$ cat src/hw/rtl/base64_stream_decoder_defines.svh
// Assertion macros shared by the base64 decoder RTL
`ifndef BASE64_STREAM_DECODER_DEFINES_SVH
`define BASE64_STREAM_DECODER_DEFINES_SVH

// same-cycle implication, checked on clk, off during reset
`define B64D_ASSERT_IMP(name, ante, cons, msg) \
  name: assert property (@(posedge clk) disable iff (!rst_n) (ante) |-> (cons)) \
    else $error(msg);

// next-cycle implication, checked on clk, off during reset
`define B64D_ASSERT_NXT(name, ante, cons, msg) \
  name: assert property (@(posedge clk) disable iff (!rst_n) (ante) |=> (cons)) \
    else $error(msg);

`endif

$ cat src/hw/rtl/b64d_pkg.sv
// Types, constants and character lookup for the base64 stream decoder
`default_nettype none

package b64d_pkg;

  localparam int unsigned CQ_DEPTH  = 4;
  localparam int unsigned RES_DEPTH = 2;

  localparam logic [7:0] CH_UPPER_A = 8'h41;
  localparam logic [7:0] CH_UPPER_Z = 8'h5A;
  localparam logic [7:0] CH_LOWER_A = 8'h61;
  localparam logic [7:0] CH_LOWER_Z = 8'h7A;
  localparam logic [7:0] CH_DIGIT_0 = 8'h30;
  localparam logic [7:0] CH_DIGIT_9 = 8'h39;
  localparam logic [7:0] CH_PLUS    = 8'h2B;
  localparam logic [7:0] CH_SLASH   = 8'h2F;
  localparam logic [7:0] CH_PAD     = 8'h3D;

  localparam logic [5:0] SEXTET_PLUS  = 6'd62;
  localparam logic [5:0] SEXTET_SLASH = 6'd63;

  typedef enum logic [1:0] {
    SYM_DATA,
    SYM_PAD,
    SYM_BAD
  } sym_kind_t;

  typedef struct packed {
    logic [7:0] in_char;
    logic       last;
  } in_item_t;

  typedef struct packed {
    logic [7:0] data_byte;
    logic       data_valid;
    logic       run_end;
    logic       error;
  } out_item_t;

  typedef struct packed {
    sym_kind_t  kind;
    logic [5:0] sextet;
    logic       last;
  } cls_item_t;

  function automatic cls_item_t classify(input in_item_t item);
    cls_item_t c;
    logic [7:0] ch;
    ch       = item.in_char;
    c.last   = item.last;
    c.kind   = SYM_BAD;
    c.sextet = '0;
    if (ch >= CH_UPPER_A && ch <= CH_UPPER_Z) begin
      c.kind   = SYM_DATA;
      c.sextet = 6'(ch - CH_UPPER_A);
    end else if (ch >= CH_LOWER_A && ch <= CH_LOWER_Z) begin
      c.kind   = SYM_DATA;
      c.sextet = 6'(ch - CH_LOWER_A + 8'd26);
    end else if (ch >= CH_DIGIT_0 && ch <= CH_DIGIT_9) begin
      c.kind   = SYM_DATA;
      c.sextet = 6'(ch - CH_DIGIT_0 + 8'd52);
    end else if (ch == CH_PLUS) begin
      c.kind   = SYM_DATA;
      c.sextet = SEXTET_PLUS;
    end else if (ch == CH_SLASH) begin
      c.kind   = SYM_DATA;
      c.sextet = SEXTET_SLASH;
    end else if (ch == CH_PAD) begin
      c.kind   = SYM_PAD;
    end
    return c;
  endfunction

endpackage

`default_nettype wire

$ cat src/hw/rtl/base64_stream_decoder.sv
// Top level of the streaming base64 decoder
//
//   channel  | handshake          | payload
//   ---------+--------------------+--------------------------------------------
//   input    | in_push / in_full  | in_data: in_char, last
//   result   | out_pop / out_empty| out_data: data_byte, data_valid, run_end,
//            |                    |           error
//
// One character per cycle sustained while in_full is low; the front stage looks
// up each character and the back stage merges one queued character per clock
// while the result queue has room. Results pass the front register and both
// queues. Reset (rst_n low at a clock edge) empties both queues and starts a
// new run. A stalled result side fills the result queue, then the command
// queue, then the front register, and only then raises in_full.
`default_nettype none

module base64_stream_decoder #(
  parameter int unsigned CQ_DEPTH  = b64d_pkg::CQ_DEPTH,
  parameter int unsigned RES_DEPTH = b64d_pkg::RES_DEPTH
) (
  input  wire logic                clk,
  input  wire logic                rst_n,
  input  wire logic                in_push,
  input  wire b64d_pkg::in_item_t  in_data,
  output logic                     in_full,
  input  wire logic                out_pop,
  output b64d_pkg::out_item_t      out_data,
  output logic                     out_empty
);

  import b64d_pkg::*;

  logic      fr_push, cq_full, cq_empty, cq_pop;
  cls_item_t fr_data, cq_head;
  logic      res_push, res_full;
  out_item_t res_data;

  b64d_front u_front (
    .clk     (clk),
    .rst_n   (rst_n),
    .in_push (in_push),
    .in_data (in_data),
    .in_full (in_full),
    .cq_push (fr_push),
    .cq_data (fr_data),
    .cq_full (cq_full)
  );

  b64d_fifo #(
    .DEPTH (CQ_DEPTH),
    .T     (cls_item_t)
  ) u_cmd_q (
    .clk     (clk),
    .rst_n   (rst_n),
    .push    (fr_push),
    .wr_data (fr_data),
    .full    (cq_full),
    .pop     (cq_pop),
    .rd_data (cq_head),
    .empty   (cq_empty)
  );

  b64d_back u_back (
    .clk      (clk),
    .rst_n    (rst_n),
    .cq_empty (cq_empty),
    .cq_data  (cq_head),
    .cq_pop   (cq_pop),
    .res_push (res_push),
    .res_data (res_data),
    .res_full (res_full)
  );

  b64d_fifo #(
    .DEPTH (RES_DEPTH),
    .T     (out_item_t)
  ) u_res_q (
    .clk     (clk),
    .rst_n   (rst_n),
    .push    (res_push),
    .wr_data (res_data),
    .full    (res_full),
    .pop     (out_pop),
    .rd_data (out_data),
    .empty   (out_empty)
  );

endmodule

`default_nettype wire

$ cat src/hw/rtl/b64d_fifo.sv
// Small register FIFO used between decoder stages and at the output
`default_nettype none

`include "base64_stream_decoder_defines.svh"

module b64d_fifo #(
  parameter int unsigned DEPTH = b64d_pkg::CQ_DEPTH,
  parameter type T = logic
) (
  input  wire logic clk,
  input  wire logic rst_n,
  input  wire logic push,
  input  wire T     wr_data,
  output logic      full,
  input  wire logic pop,
  output T          rd_data,
  output logic      empty
);

  localparam int unsigned PW = (DEPTH > 1) ? $clog2(DEPTH) : 1;
  localparam int unsigned CW = $clog2(DEPTH + 1);

  T              mem_r [DEPTH];
  logic [PW-1:0] wr_ptr_r, wr_ptr_nxt;
  logic [PW-1:0] rd_ptr_r, rd_ptr_nxt;
  logic [CW-1:0] cnt_r, cnt_nxt;
  logic          do_push, do_pop;

  assign full    = (cnt_r == CW'(DEPTH));
  assign empty   = (cnt_r == '0);
  assign do_push = push && !full;
  assign do_pop  = pop && !empty;
  assign rd_data = mem_r[rd_ptr_r];

  always_comb begin
    wr_ptr_nxt = wr_ptr_r;
    rd_ptr_nxt = rd_ptr_r;
    cnt_nxt    = cnt_r;
    if (do_push) begin
      wr_ptr_nxt = (wr_ptr_r == PW'(DEPTH - 1)) ? '0 : wr_ptr_r + PW'(1);
    end
    if (do_pop) begin
      rd_ptr_nxt = (rd_ptr_r == PW'(DEPTH - 1)) ? '0 : rd_ptr_r + PW'(1);
    end
    if (do_push && !do_pop) begin
      cnt_nxt = cnt_r + CW'(1);
    end else if (do_pop && !do_push) begin
      cnt_nxt = cnt_r - CW'(1);
    end
  end

  always_ff @(posedge clk) begin
    if (!rst_n) begin
      wr_ptr_r <= '0;
      rd_ptr_r <= '0;
      cnt_r    <= '0;
    end else begin
      wr_ptr_r <= wr_ptr_nxt;
      rd_ptr_r <= rd_ptr_nxt;
      cnt_r    <= cnt_nxt;
    end
  end

  always_ff @(posedge clk) begin
    if (do_push) begin
      mem_r[wr_ptr_r] <= wr_data;
    end
  end

  `B64D_ASSERT_IMP(a_cnt_bound, 1'b1, cnt_r <= CW'(DEPTH), "fifo count beyond depth")
  `B64D_ASSERT_NXT(a_push_fills, do_push && !do_pop, !empty, "fifo empty after transfer in")
  `B64D_ASSERT_IMP(a_ptr_match, empty || full, wr_ptr_r == rd_ptr_r, "fifo pointers disagree")

endmodule

`default_nettype wire

$ cat src/hw/rtl/b64d_front.sv
// Front stage: accept characters, classify them, hand them to the command queue
`default_nettype none

module b64d_front (
  input  wire logic                clk,
  input  wire logic                rst_n,
  input  wire logic                in_push,
  input  wire b64d_pkg::in_item_t  in_data,
  output logic                     in_full,
  output logic                     cq_push,
  output b64d_pkg::cls_item_t      cq_data,
  input  wire logic                cq_full
);

  import b64d_pkg::*;

  logic      stage_vld_r, stage_vld_nxt;
  cls_item_t stage_r;
  logic      take;

  assign cq_push = stage_vld_r;
  assign cq_data = stage_r;
  assign in_full = stage_vld_r && cq_full;
  assign take    = in_push && !in_full;

  always_comb begin
    stage_vld_nxt = stage_vld_r;
    if (take) begin
      stage_vld_nxt = 1'b1;
    end else if (stage_vld_r && !cq_full) begin
      stage_vld_nxt = 1'b0;
    end
  end

  always_ff @(posedge clk) begin
    if (!rst_n) begin
      stage_vld_r <= 1'b0;
    end else begin
      stage_vld_r <= stage_vld_nxt;
    end
  end

  always_ff @(posedge clk) begin
    if (take) begin
      stage_r <= classify(in_data);
    end
  end

endmodule

`default_nettype wire

$ cat src/hw/rtl/b64d_back.sv
// Back stage: group tracking, byte assembly and run error checking
`default_nettype none

`include "base64_stream_decoder_defines.svh"

module b64d_back (
  input  wire logic                 clk,
  input  wire logic                 rst_n,
  input  wire logic                 cq_empty,
  input  wire b64d_pkg::cls_item_t  cq_data,
  output logic                      cq_pop,
  output logic                      res_push,
  output b64d_pkg::out_item_t       res_data,
  input  wire logic                 res_full
);

  import b64d_pkg::*;

  logic [1:0] group_pos_r, group_pos_nxt;
  logic [5:0] prev_r, prev_nxt;
  logic       pad_r, pad_nxt;
  logic       err_r, err_nxt;
  logic [5:0] val;
  logic [7:0] byte_val;
  logic       byte_vld;
  logic       take;

  assign take   = !cq_empty && !res_full;
  assign cq_pop = take;
  assign val    = (cq_data.kind == SYM_DATA) ? cq_data.sextet : '0;

  always_comb begin
    err_nxt  = err_r;
    pad_nxt  = pad_r;
    byte_val = '0;
    byte_vld = 1'b0;
    if (cq_data.kind == SYM_PAD) begin
      pad_nxt = 1'b1;
      case (group_pos_r)
        2'd2: begin
          if (pad_r || prev_r[3:0] != '0) err_nxt = 1'b1;
        end
        2'd3: begin
          if (!cq_data.last) err_nxt = 1'b1;
          if (!pad_r && prev_r[1:0] != '0) err_nxt = 1'b1;
        end
        default: begin
          err_nxt = 1'b1;
        end
      endcase
    end else begin
      if (cq_data.kind == SYM_BAD) err_nxt = 1'b1;
      if (pad_r) begin
        err_nxt = 1'b1;
      end else begin
        case (group_pos_r)
          2'd1: begin
            byte_val = {prev_r, val[5:4]};
            byte_vld = 1'b1;
          end
          2'd2: begin
            byte_val = {prev_r[3:0], val[5:2]};
            byte_vld = 1'b1;
          end
          2'd3: begin
            byte_val = {prev_r[1:0], val};
            byte_vld = 1'b1;
          end
          default: begin
            byte_vld = 1'b0;
          end
        endcase
      end
    end
    if (cq_data.last && group_pos_r != 2'd3) err_nxt = 1'b1;
  end

  always_comb begin
    res_push            = take && (byte_vld || cq_data.last);
    res_data.data_byte  = byte_val;
    res_data.data_valid = byte_vld;
    res_data.run_end    = cq_data.last;
    res_data.error      = cq_data.last && err_nxt;
    group_pos_nxt       = group_pos_r + 2'd1;
    prev_nxt            = val;
    if (cq_data.last) begin
      group_pos_nxt = '0;
      prev_nxt      = '0;
    end
  end

  always_ff @(posedge clk) begin
    if (!rst_n) begin
      group_pos_r <= '0;
      prev_r      <= '0;
      pad_r       <= 1'b0;
      err_r       <= 1'b0;
    end else if (take) begin
      group_pos_r <= group_pos_nxt;
      prev_r      <= prev_nxt;
      pad_r       <= pad_nxt && !cq_data.last;
      err_r       <= err_nxt && !cq_data.last;
    end
  end

  `B64D_ASSERT_NXT(a_run_clear, take && cq_data.last,
    group_pos_r == '0 && !pad_r && !err_r, "state not cleared after run end")
  `B64D_ASSERT_IMP(a_err_on_end, res_push && res_data.error, res_data.run_end,
    "error flagged off run end")
  `B64D_ASSERT_IMP(a_pad_pos, pad_r && (group_pos_r == 2'd1 || group_pos_r == 2'd2),
    err_r, "early padding without error")
  `B64D_ASSERT_IMP(a_no_drop, take && cq_data.kind == SYM_DATA && !pad_r &&
    group_pos_r != '0, res_push && res_data.data_valid, "decoded byte not transferred")

endmodule

`default_nettype wire
$ cat config.mk
export PLATFORM = sky130hd
export DESIGN_NAME = base64_stream_decoder
export DESIGN_NICKNAME = d
export VERILOG_FILES = /design/src/hw/rtl/b64d_pkg.sv /design/src/hw/rtl/base64_stream_decoder.sv /design/src/hw/rtl/b64d_fifo.sv /design/src/hw/rtl/b64d_front.sv /design/src/hw/rtl/b64d_back.sv
export VERILOG_INCLUDE_DIRS = /design/src /design/src/hw/rtl
export SDC_FILE = /design/constraint.sdc
export NUM_CORES = 1
export LEC_CHECK = 0
export BUFFER_PORTS_ARGS = -buffer_cell sky130_fd_sc_hd__buf_2
export CAP_MARGIN = 20
export CORE_UTILIZATION = 30
export CTS_BUF_LIST = sky130_fd_sc_hd__clkbuf_4 sky130_fd_sc_hd__clkbuf_8 sky130_fd_sc_hd__clkbuf_16
export DETAILED_ROUTE_END_ITERATION = 6
export PLACE_DENSITY = 0.51
export SLEW_MARGIN = 20
export SYNTH_ARGS = -nofsm -noshare
export SYNTH_HDL_FRONTEND = slang
export SYNTH_SLANG_ARGS = --single-unit
$ cat constraint.sdc
create_clock -name clk -period 3.2 [get_ports clk]
set_clock_uncertainty 0.05 [all_clocks]
set_input_delay 0.64 -clock clk [delete_from_list [all_inputs] [get_ports clk]]
set_output_delay 0.64 -clock clk [all_outputs]
set_load 0.005 [all_outputs]
==> flow_metrics.py <==
metrics = {
    "outcome": {
        "status": "finished, final reports clean",
    },
    "synthesis": {
        "syn-cell-area_um2": 4374,
        "ys_ff_latch": 92,
        "synth_top_area_share": 0.4600,
        "synthCells": 333,
        "yosysUniqueCellTypes": 53,
        "synth_edf_count": 67,
        "async_reset_ff_frac": 0,
        "synth_seq_area_share": 0.5744,
        "synth_area_leader_cell": "edfxtp_1",
        "synth_ff_type": "edfxtp_1",
        "ys_top_cells_by_area": "edfxtp_1 46%, dfxtp_1 11%, ha_1 5.7%",
        "mappedNetlistNets": 367,
        "yosys_warnings": 0,
        "syn_area_per_cell_um2": 13.14,
    },
    "drt": {
        "wl_per_cell_um": 14.55,
        "drt_iter0_drc": 199,
        "drc": 0,
        "drt-pass1-iter-count": 5,
        "antenna_left": 0,
        "num_vias": 2608,
        "vias_per_cell": 4.794,
        "finalWirelength_um": 7916,
    },
    "cts": {
        "insertion_delay_ns": 0.34,
        "path_clk_slew_ns": 0.06,
        "h-tree-depth": 3,
        "hold_buffers": 0,
        "cts_resized": 0,
        "cts_buffers": 9,
        "clk_path_buf_depth": 2,
        "tritoncts": "built",
        "cts_setup_buffers": 0,
        "root_buffer": "clkbuf_16",
        "clock-sinks": 92,
    },
    "worst_setup_path": {
        "critical_path_class": "flip-flop to flip-flop",
        "critPathLaunchType": "flip-flop",
        "worstPathMaxFanout": 11,
        "end_kind": "flip-flop",
        "worstReg2RegStart": "u_cmd_q.mem_r[3][7]",
        "reg2reg_to": "u_res_q.cnt_r[1]",
        "worstPathRequired_ns": 3.41,
        "r2r_slack_ns": 0.53,
        "crit_arrival_ns": 2.88,
        "r2r_cells": 7,
    },
    "timing": {
        "finalCritPeriodShare": 0.8332,
        "setup_ws_ns": 0.5339,
        "setup_violations": 0,
        "hold_violations": 0,
        "finalSetupTns_ns": 0,
        "slew_viol_final": 0,
        "tightest_slew_ns": 0.8433,
        "slew_headroom": 0.4367,
        "period_minus_slack_ns": 2.666,
        "fmax_mhz": 375.1,
        "rsz0062_at_grt": "no",
    },
    "power": {
        "swShare": 0.3140,
        "switchingPower_mw": 1.180,
        "power_mw": 3.756,
        "pwr-share-seq": 0.438,
        "internal_power_mw": 2.577,
        "ir_drop_mv": 0.2998,
        "leakage_nw": 1.755,
        "combPwrFrac": 0.288,
        "clkPwrFrac": 0.275,
        "p_per_area_nw_per_um2": 753.2,
    },
    "cells_and_area": {
        "final_layout_size_suffix_gt1_frac": 0.1951,
        "final_common_cell": "edfxtp_1",
        "layout_common_cells": "67 x edfxtp_1, 25 x dfxtp_1, 25 x buf_2, 20 x ha_1",
        "synthToLayoutAreaGrowth_pct": 14.02,
        "fin_area_um2": 4987,
        "post-route-util": 0.3552,
        "nets": 393,
        "nFillCells": 1368,
        "antenna_cells": 0,
    },
    "global_routing": {
        "grtUsageTotal": 0.1150,
        "grt_pass1_wl_um": 13120,
        "antenna_found_initial": 0,
        "grt_pass1_vias": 2643,
        "grt.overflow.total": 0,
        "grt_start_max_net_pins": 27,
    },
    "placement": {
        "place_congestion": 0.8477,
        "place_ws_ns": 0.5560,
        "dpl_cell_area_um2": 4695,
        "hpwlAfterDp_um": 5604,
        "io_buffers": 25,
    },
    "job": {
        "maxCapViolCount": 0,
    },
    "floorplan": {
        "die_h_um": 122.8,
        "initial_utilization": 0.3115,
        "core-area_um2": 14040,
        "dieArea_um2": 15070,
        "dieWidth_um": 122.8,
        "io_pins": 26,
        "rows": 43,
    },
    "hold_path": {
        "min_path_type": "primary input to flip-flop",
        "min_from": "in_data[0]",
        "min_path_cells": 1,
        "worstHoldEndpoint": "u_front.cq_data[0]",
    },
}
-- synthesized netlist by cell type (2+ instances only) --
cell and instances:
o32ai_1 2, a22oi_1 10, o211a_1 2, buf_6 2, nor2b_1 16, nand2_1 14
xor2_1 7, o21a_1 2, edfxtp_1 67, nor3_1 5, nand2b_1 2, xnor2_1 6
a21boi_0 2, o21ai_0 14, nor3b_1 2, mux4_1 4, nor2_1 16, mux2i_1 5
ha_1 20, dfxtp_1 25, mux2_2 13, nand3_1 3, or3_1 2, and2_1 13
mux4_2 5, buf_1 2, nand4_1 3, o22ai_1 4, nor4_2 2, clkbuf_1 10
a222oi_1 4, a21oi_1 13, a22o_1 2, inv_1 15
-- flip-flops by register name, summed over array words and instances (netlist names), named ones only --
| signal | flops |
|---|---|
| u_cmd_q.mem_r | 36 |
| u_res_q.mem_r | 22 |
| u_front.cq_data | 9 |
| u_back.prev_r | 6 |
| u_cmd_q.cnt_r | 3 |
| u_back.group_pos_r | 2 |
| u_cmd_q.rd_ptr_r | 2 |
| u_cmd_q.wr_ptr_r | 2 |
| u_res_q.cnt_r | 2 |
| u_back.err_r | 1 |
| u_back.pad_r | 1 |
| u_front.cq_push | 1 |
| u_res_q.rd_ptr_r | 1 |
| u_res_q.wr_ptr_r | 1 |
-- layer usage --
metal  vias up  routed length [um]  track usage
li1       1295                   -            -
met1      1253                3684       0.1339
met2        49                3821       0.1963
met3        11                 231      0.02416
met4         0                 177      0.06402
met5         -                   0            0
-- per-stage QoR --
step,instances,hold slack (ns)
floorplan,333,0.4087
finish,544,0.4311
CTS,544,0.4198
global route,544,0.4193
detailed placement,528,0.4372
global placement,528,0.4195
-- critical path, cell delays in order (launching register included) --
cell	delay, ns
edfxtp_1	0.41
mux4_2	0.57
nor2b_1	0.18
or3_4	0.41
a21oi_2	0.19
ha_1	0.28
or3_1	0.34
a21boi_0	0.17
-- final cells by class --
type / count / area (um^2) / share of cell area
Clock inverter: 6 / 53.80 / 0.01079
Inverter: 17 / 65.06 / 0.01305
Tap cell: 180 / 225.2 / 0.04516
Timing Repair Buffer: 29 / 155.1 / 0.03111
Multi-Input combinational cell: 210 / 1737 / 0.3482
Sequential cell: 92 / 2512 / 0.5038
Clock buffer: 10 / 239.0 / 0.04792
-- cells by family (layout without fill, tap and decap cells) --
| group | after synthesis | in the layout | synth area share |
|---|---|---|---|
| DFF | 92 | 92 | 0.5744 |
| and+or+nand+nor | 83 | 83 | 0.1050 |
| AOI/OAI and AO/OA | 65 | 65 | 0.1027 |
| buffers and inverters | 31 | 62 | 0.03032 |
| muxes | 28 | 28 | 0.09983 |
| adders and majority gates | 21 | 21 | 0.06179 |
| xor gates and xnor gates | 13 | 13 | 0.02603 |
-- worst max-delay path by stage --
stage / from / to / slack [ns] / depth (start not counted)
after global placement: u_cmd_q.mem_r[3][7] / u_res_q.mem_r[1][6] / 0.61 / 5
final: u_cmd_q.mem_r[3][7] / u_res_q.cnt_r[1] / 0.53 / 7
after floorplan: flip-flop / u_res_q.cnt_r[1] / 0.63 / 8
after global routing: flip-flop / u_res_q.cnt_r[1] / 0.32 / 8
after detailed placement: u_cmd_q.mem_r[3][7] / u_res_q.mem_r[1][8] / 0.56 / 5
after CTS: u_cmd_q.mem_r[3][7] / u_res_q.cnt_r[1] / 0.53 / 7
-- power groups by stage --
stage,Sequential [mW],Clock [mW],Combinational (mW)
finish,1.64,1.03,1.08
global route,1.67,1.11,1.21
CTS,1.65,1.07,1.10
detailed placement,1.67,0,1.09
global placement,1.67,0,1.07
floorplan,1.62,0,0.839
Power figures use the tool's default switching activity.
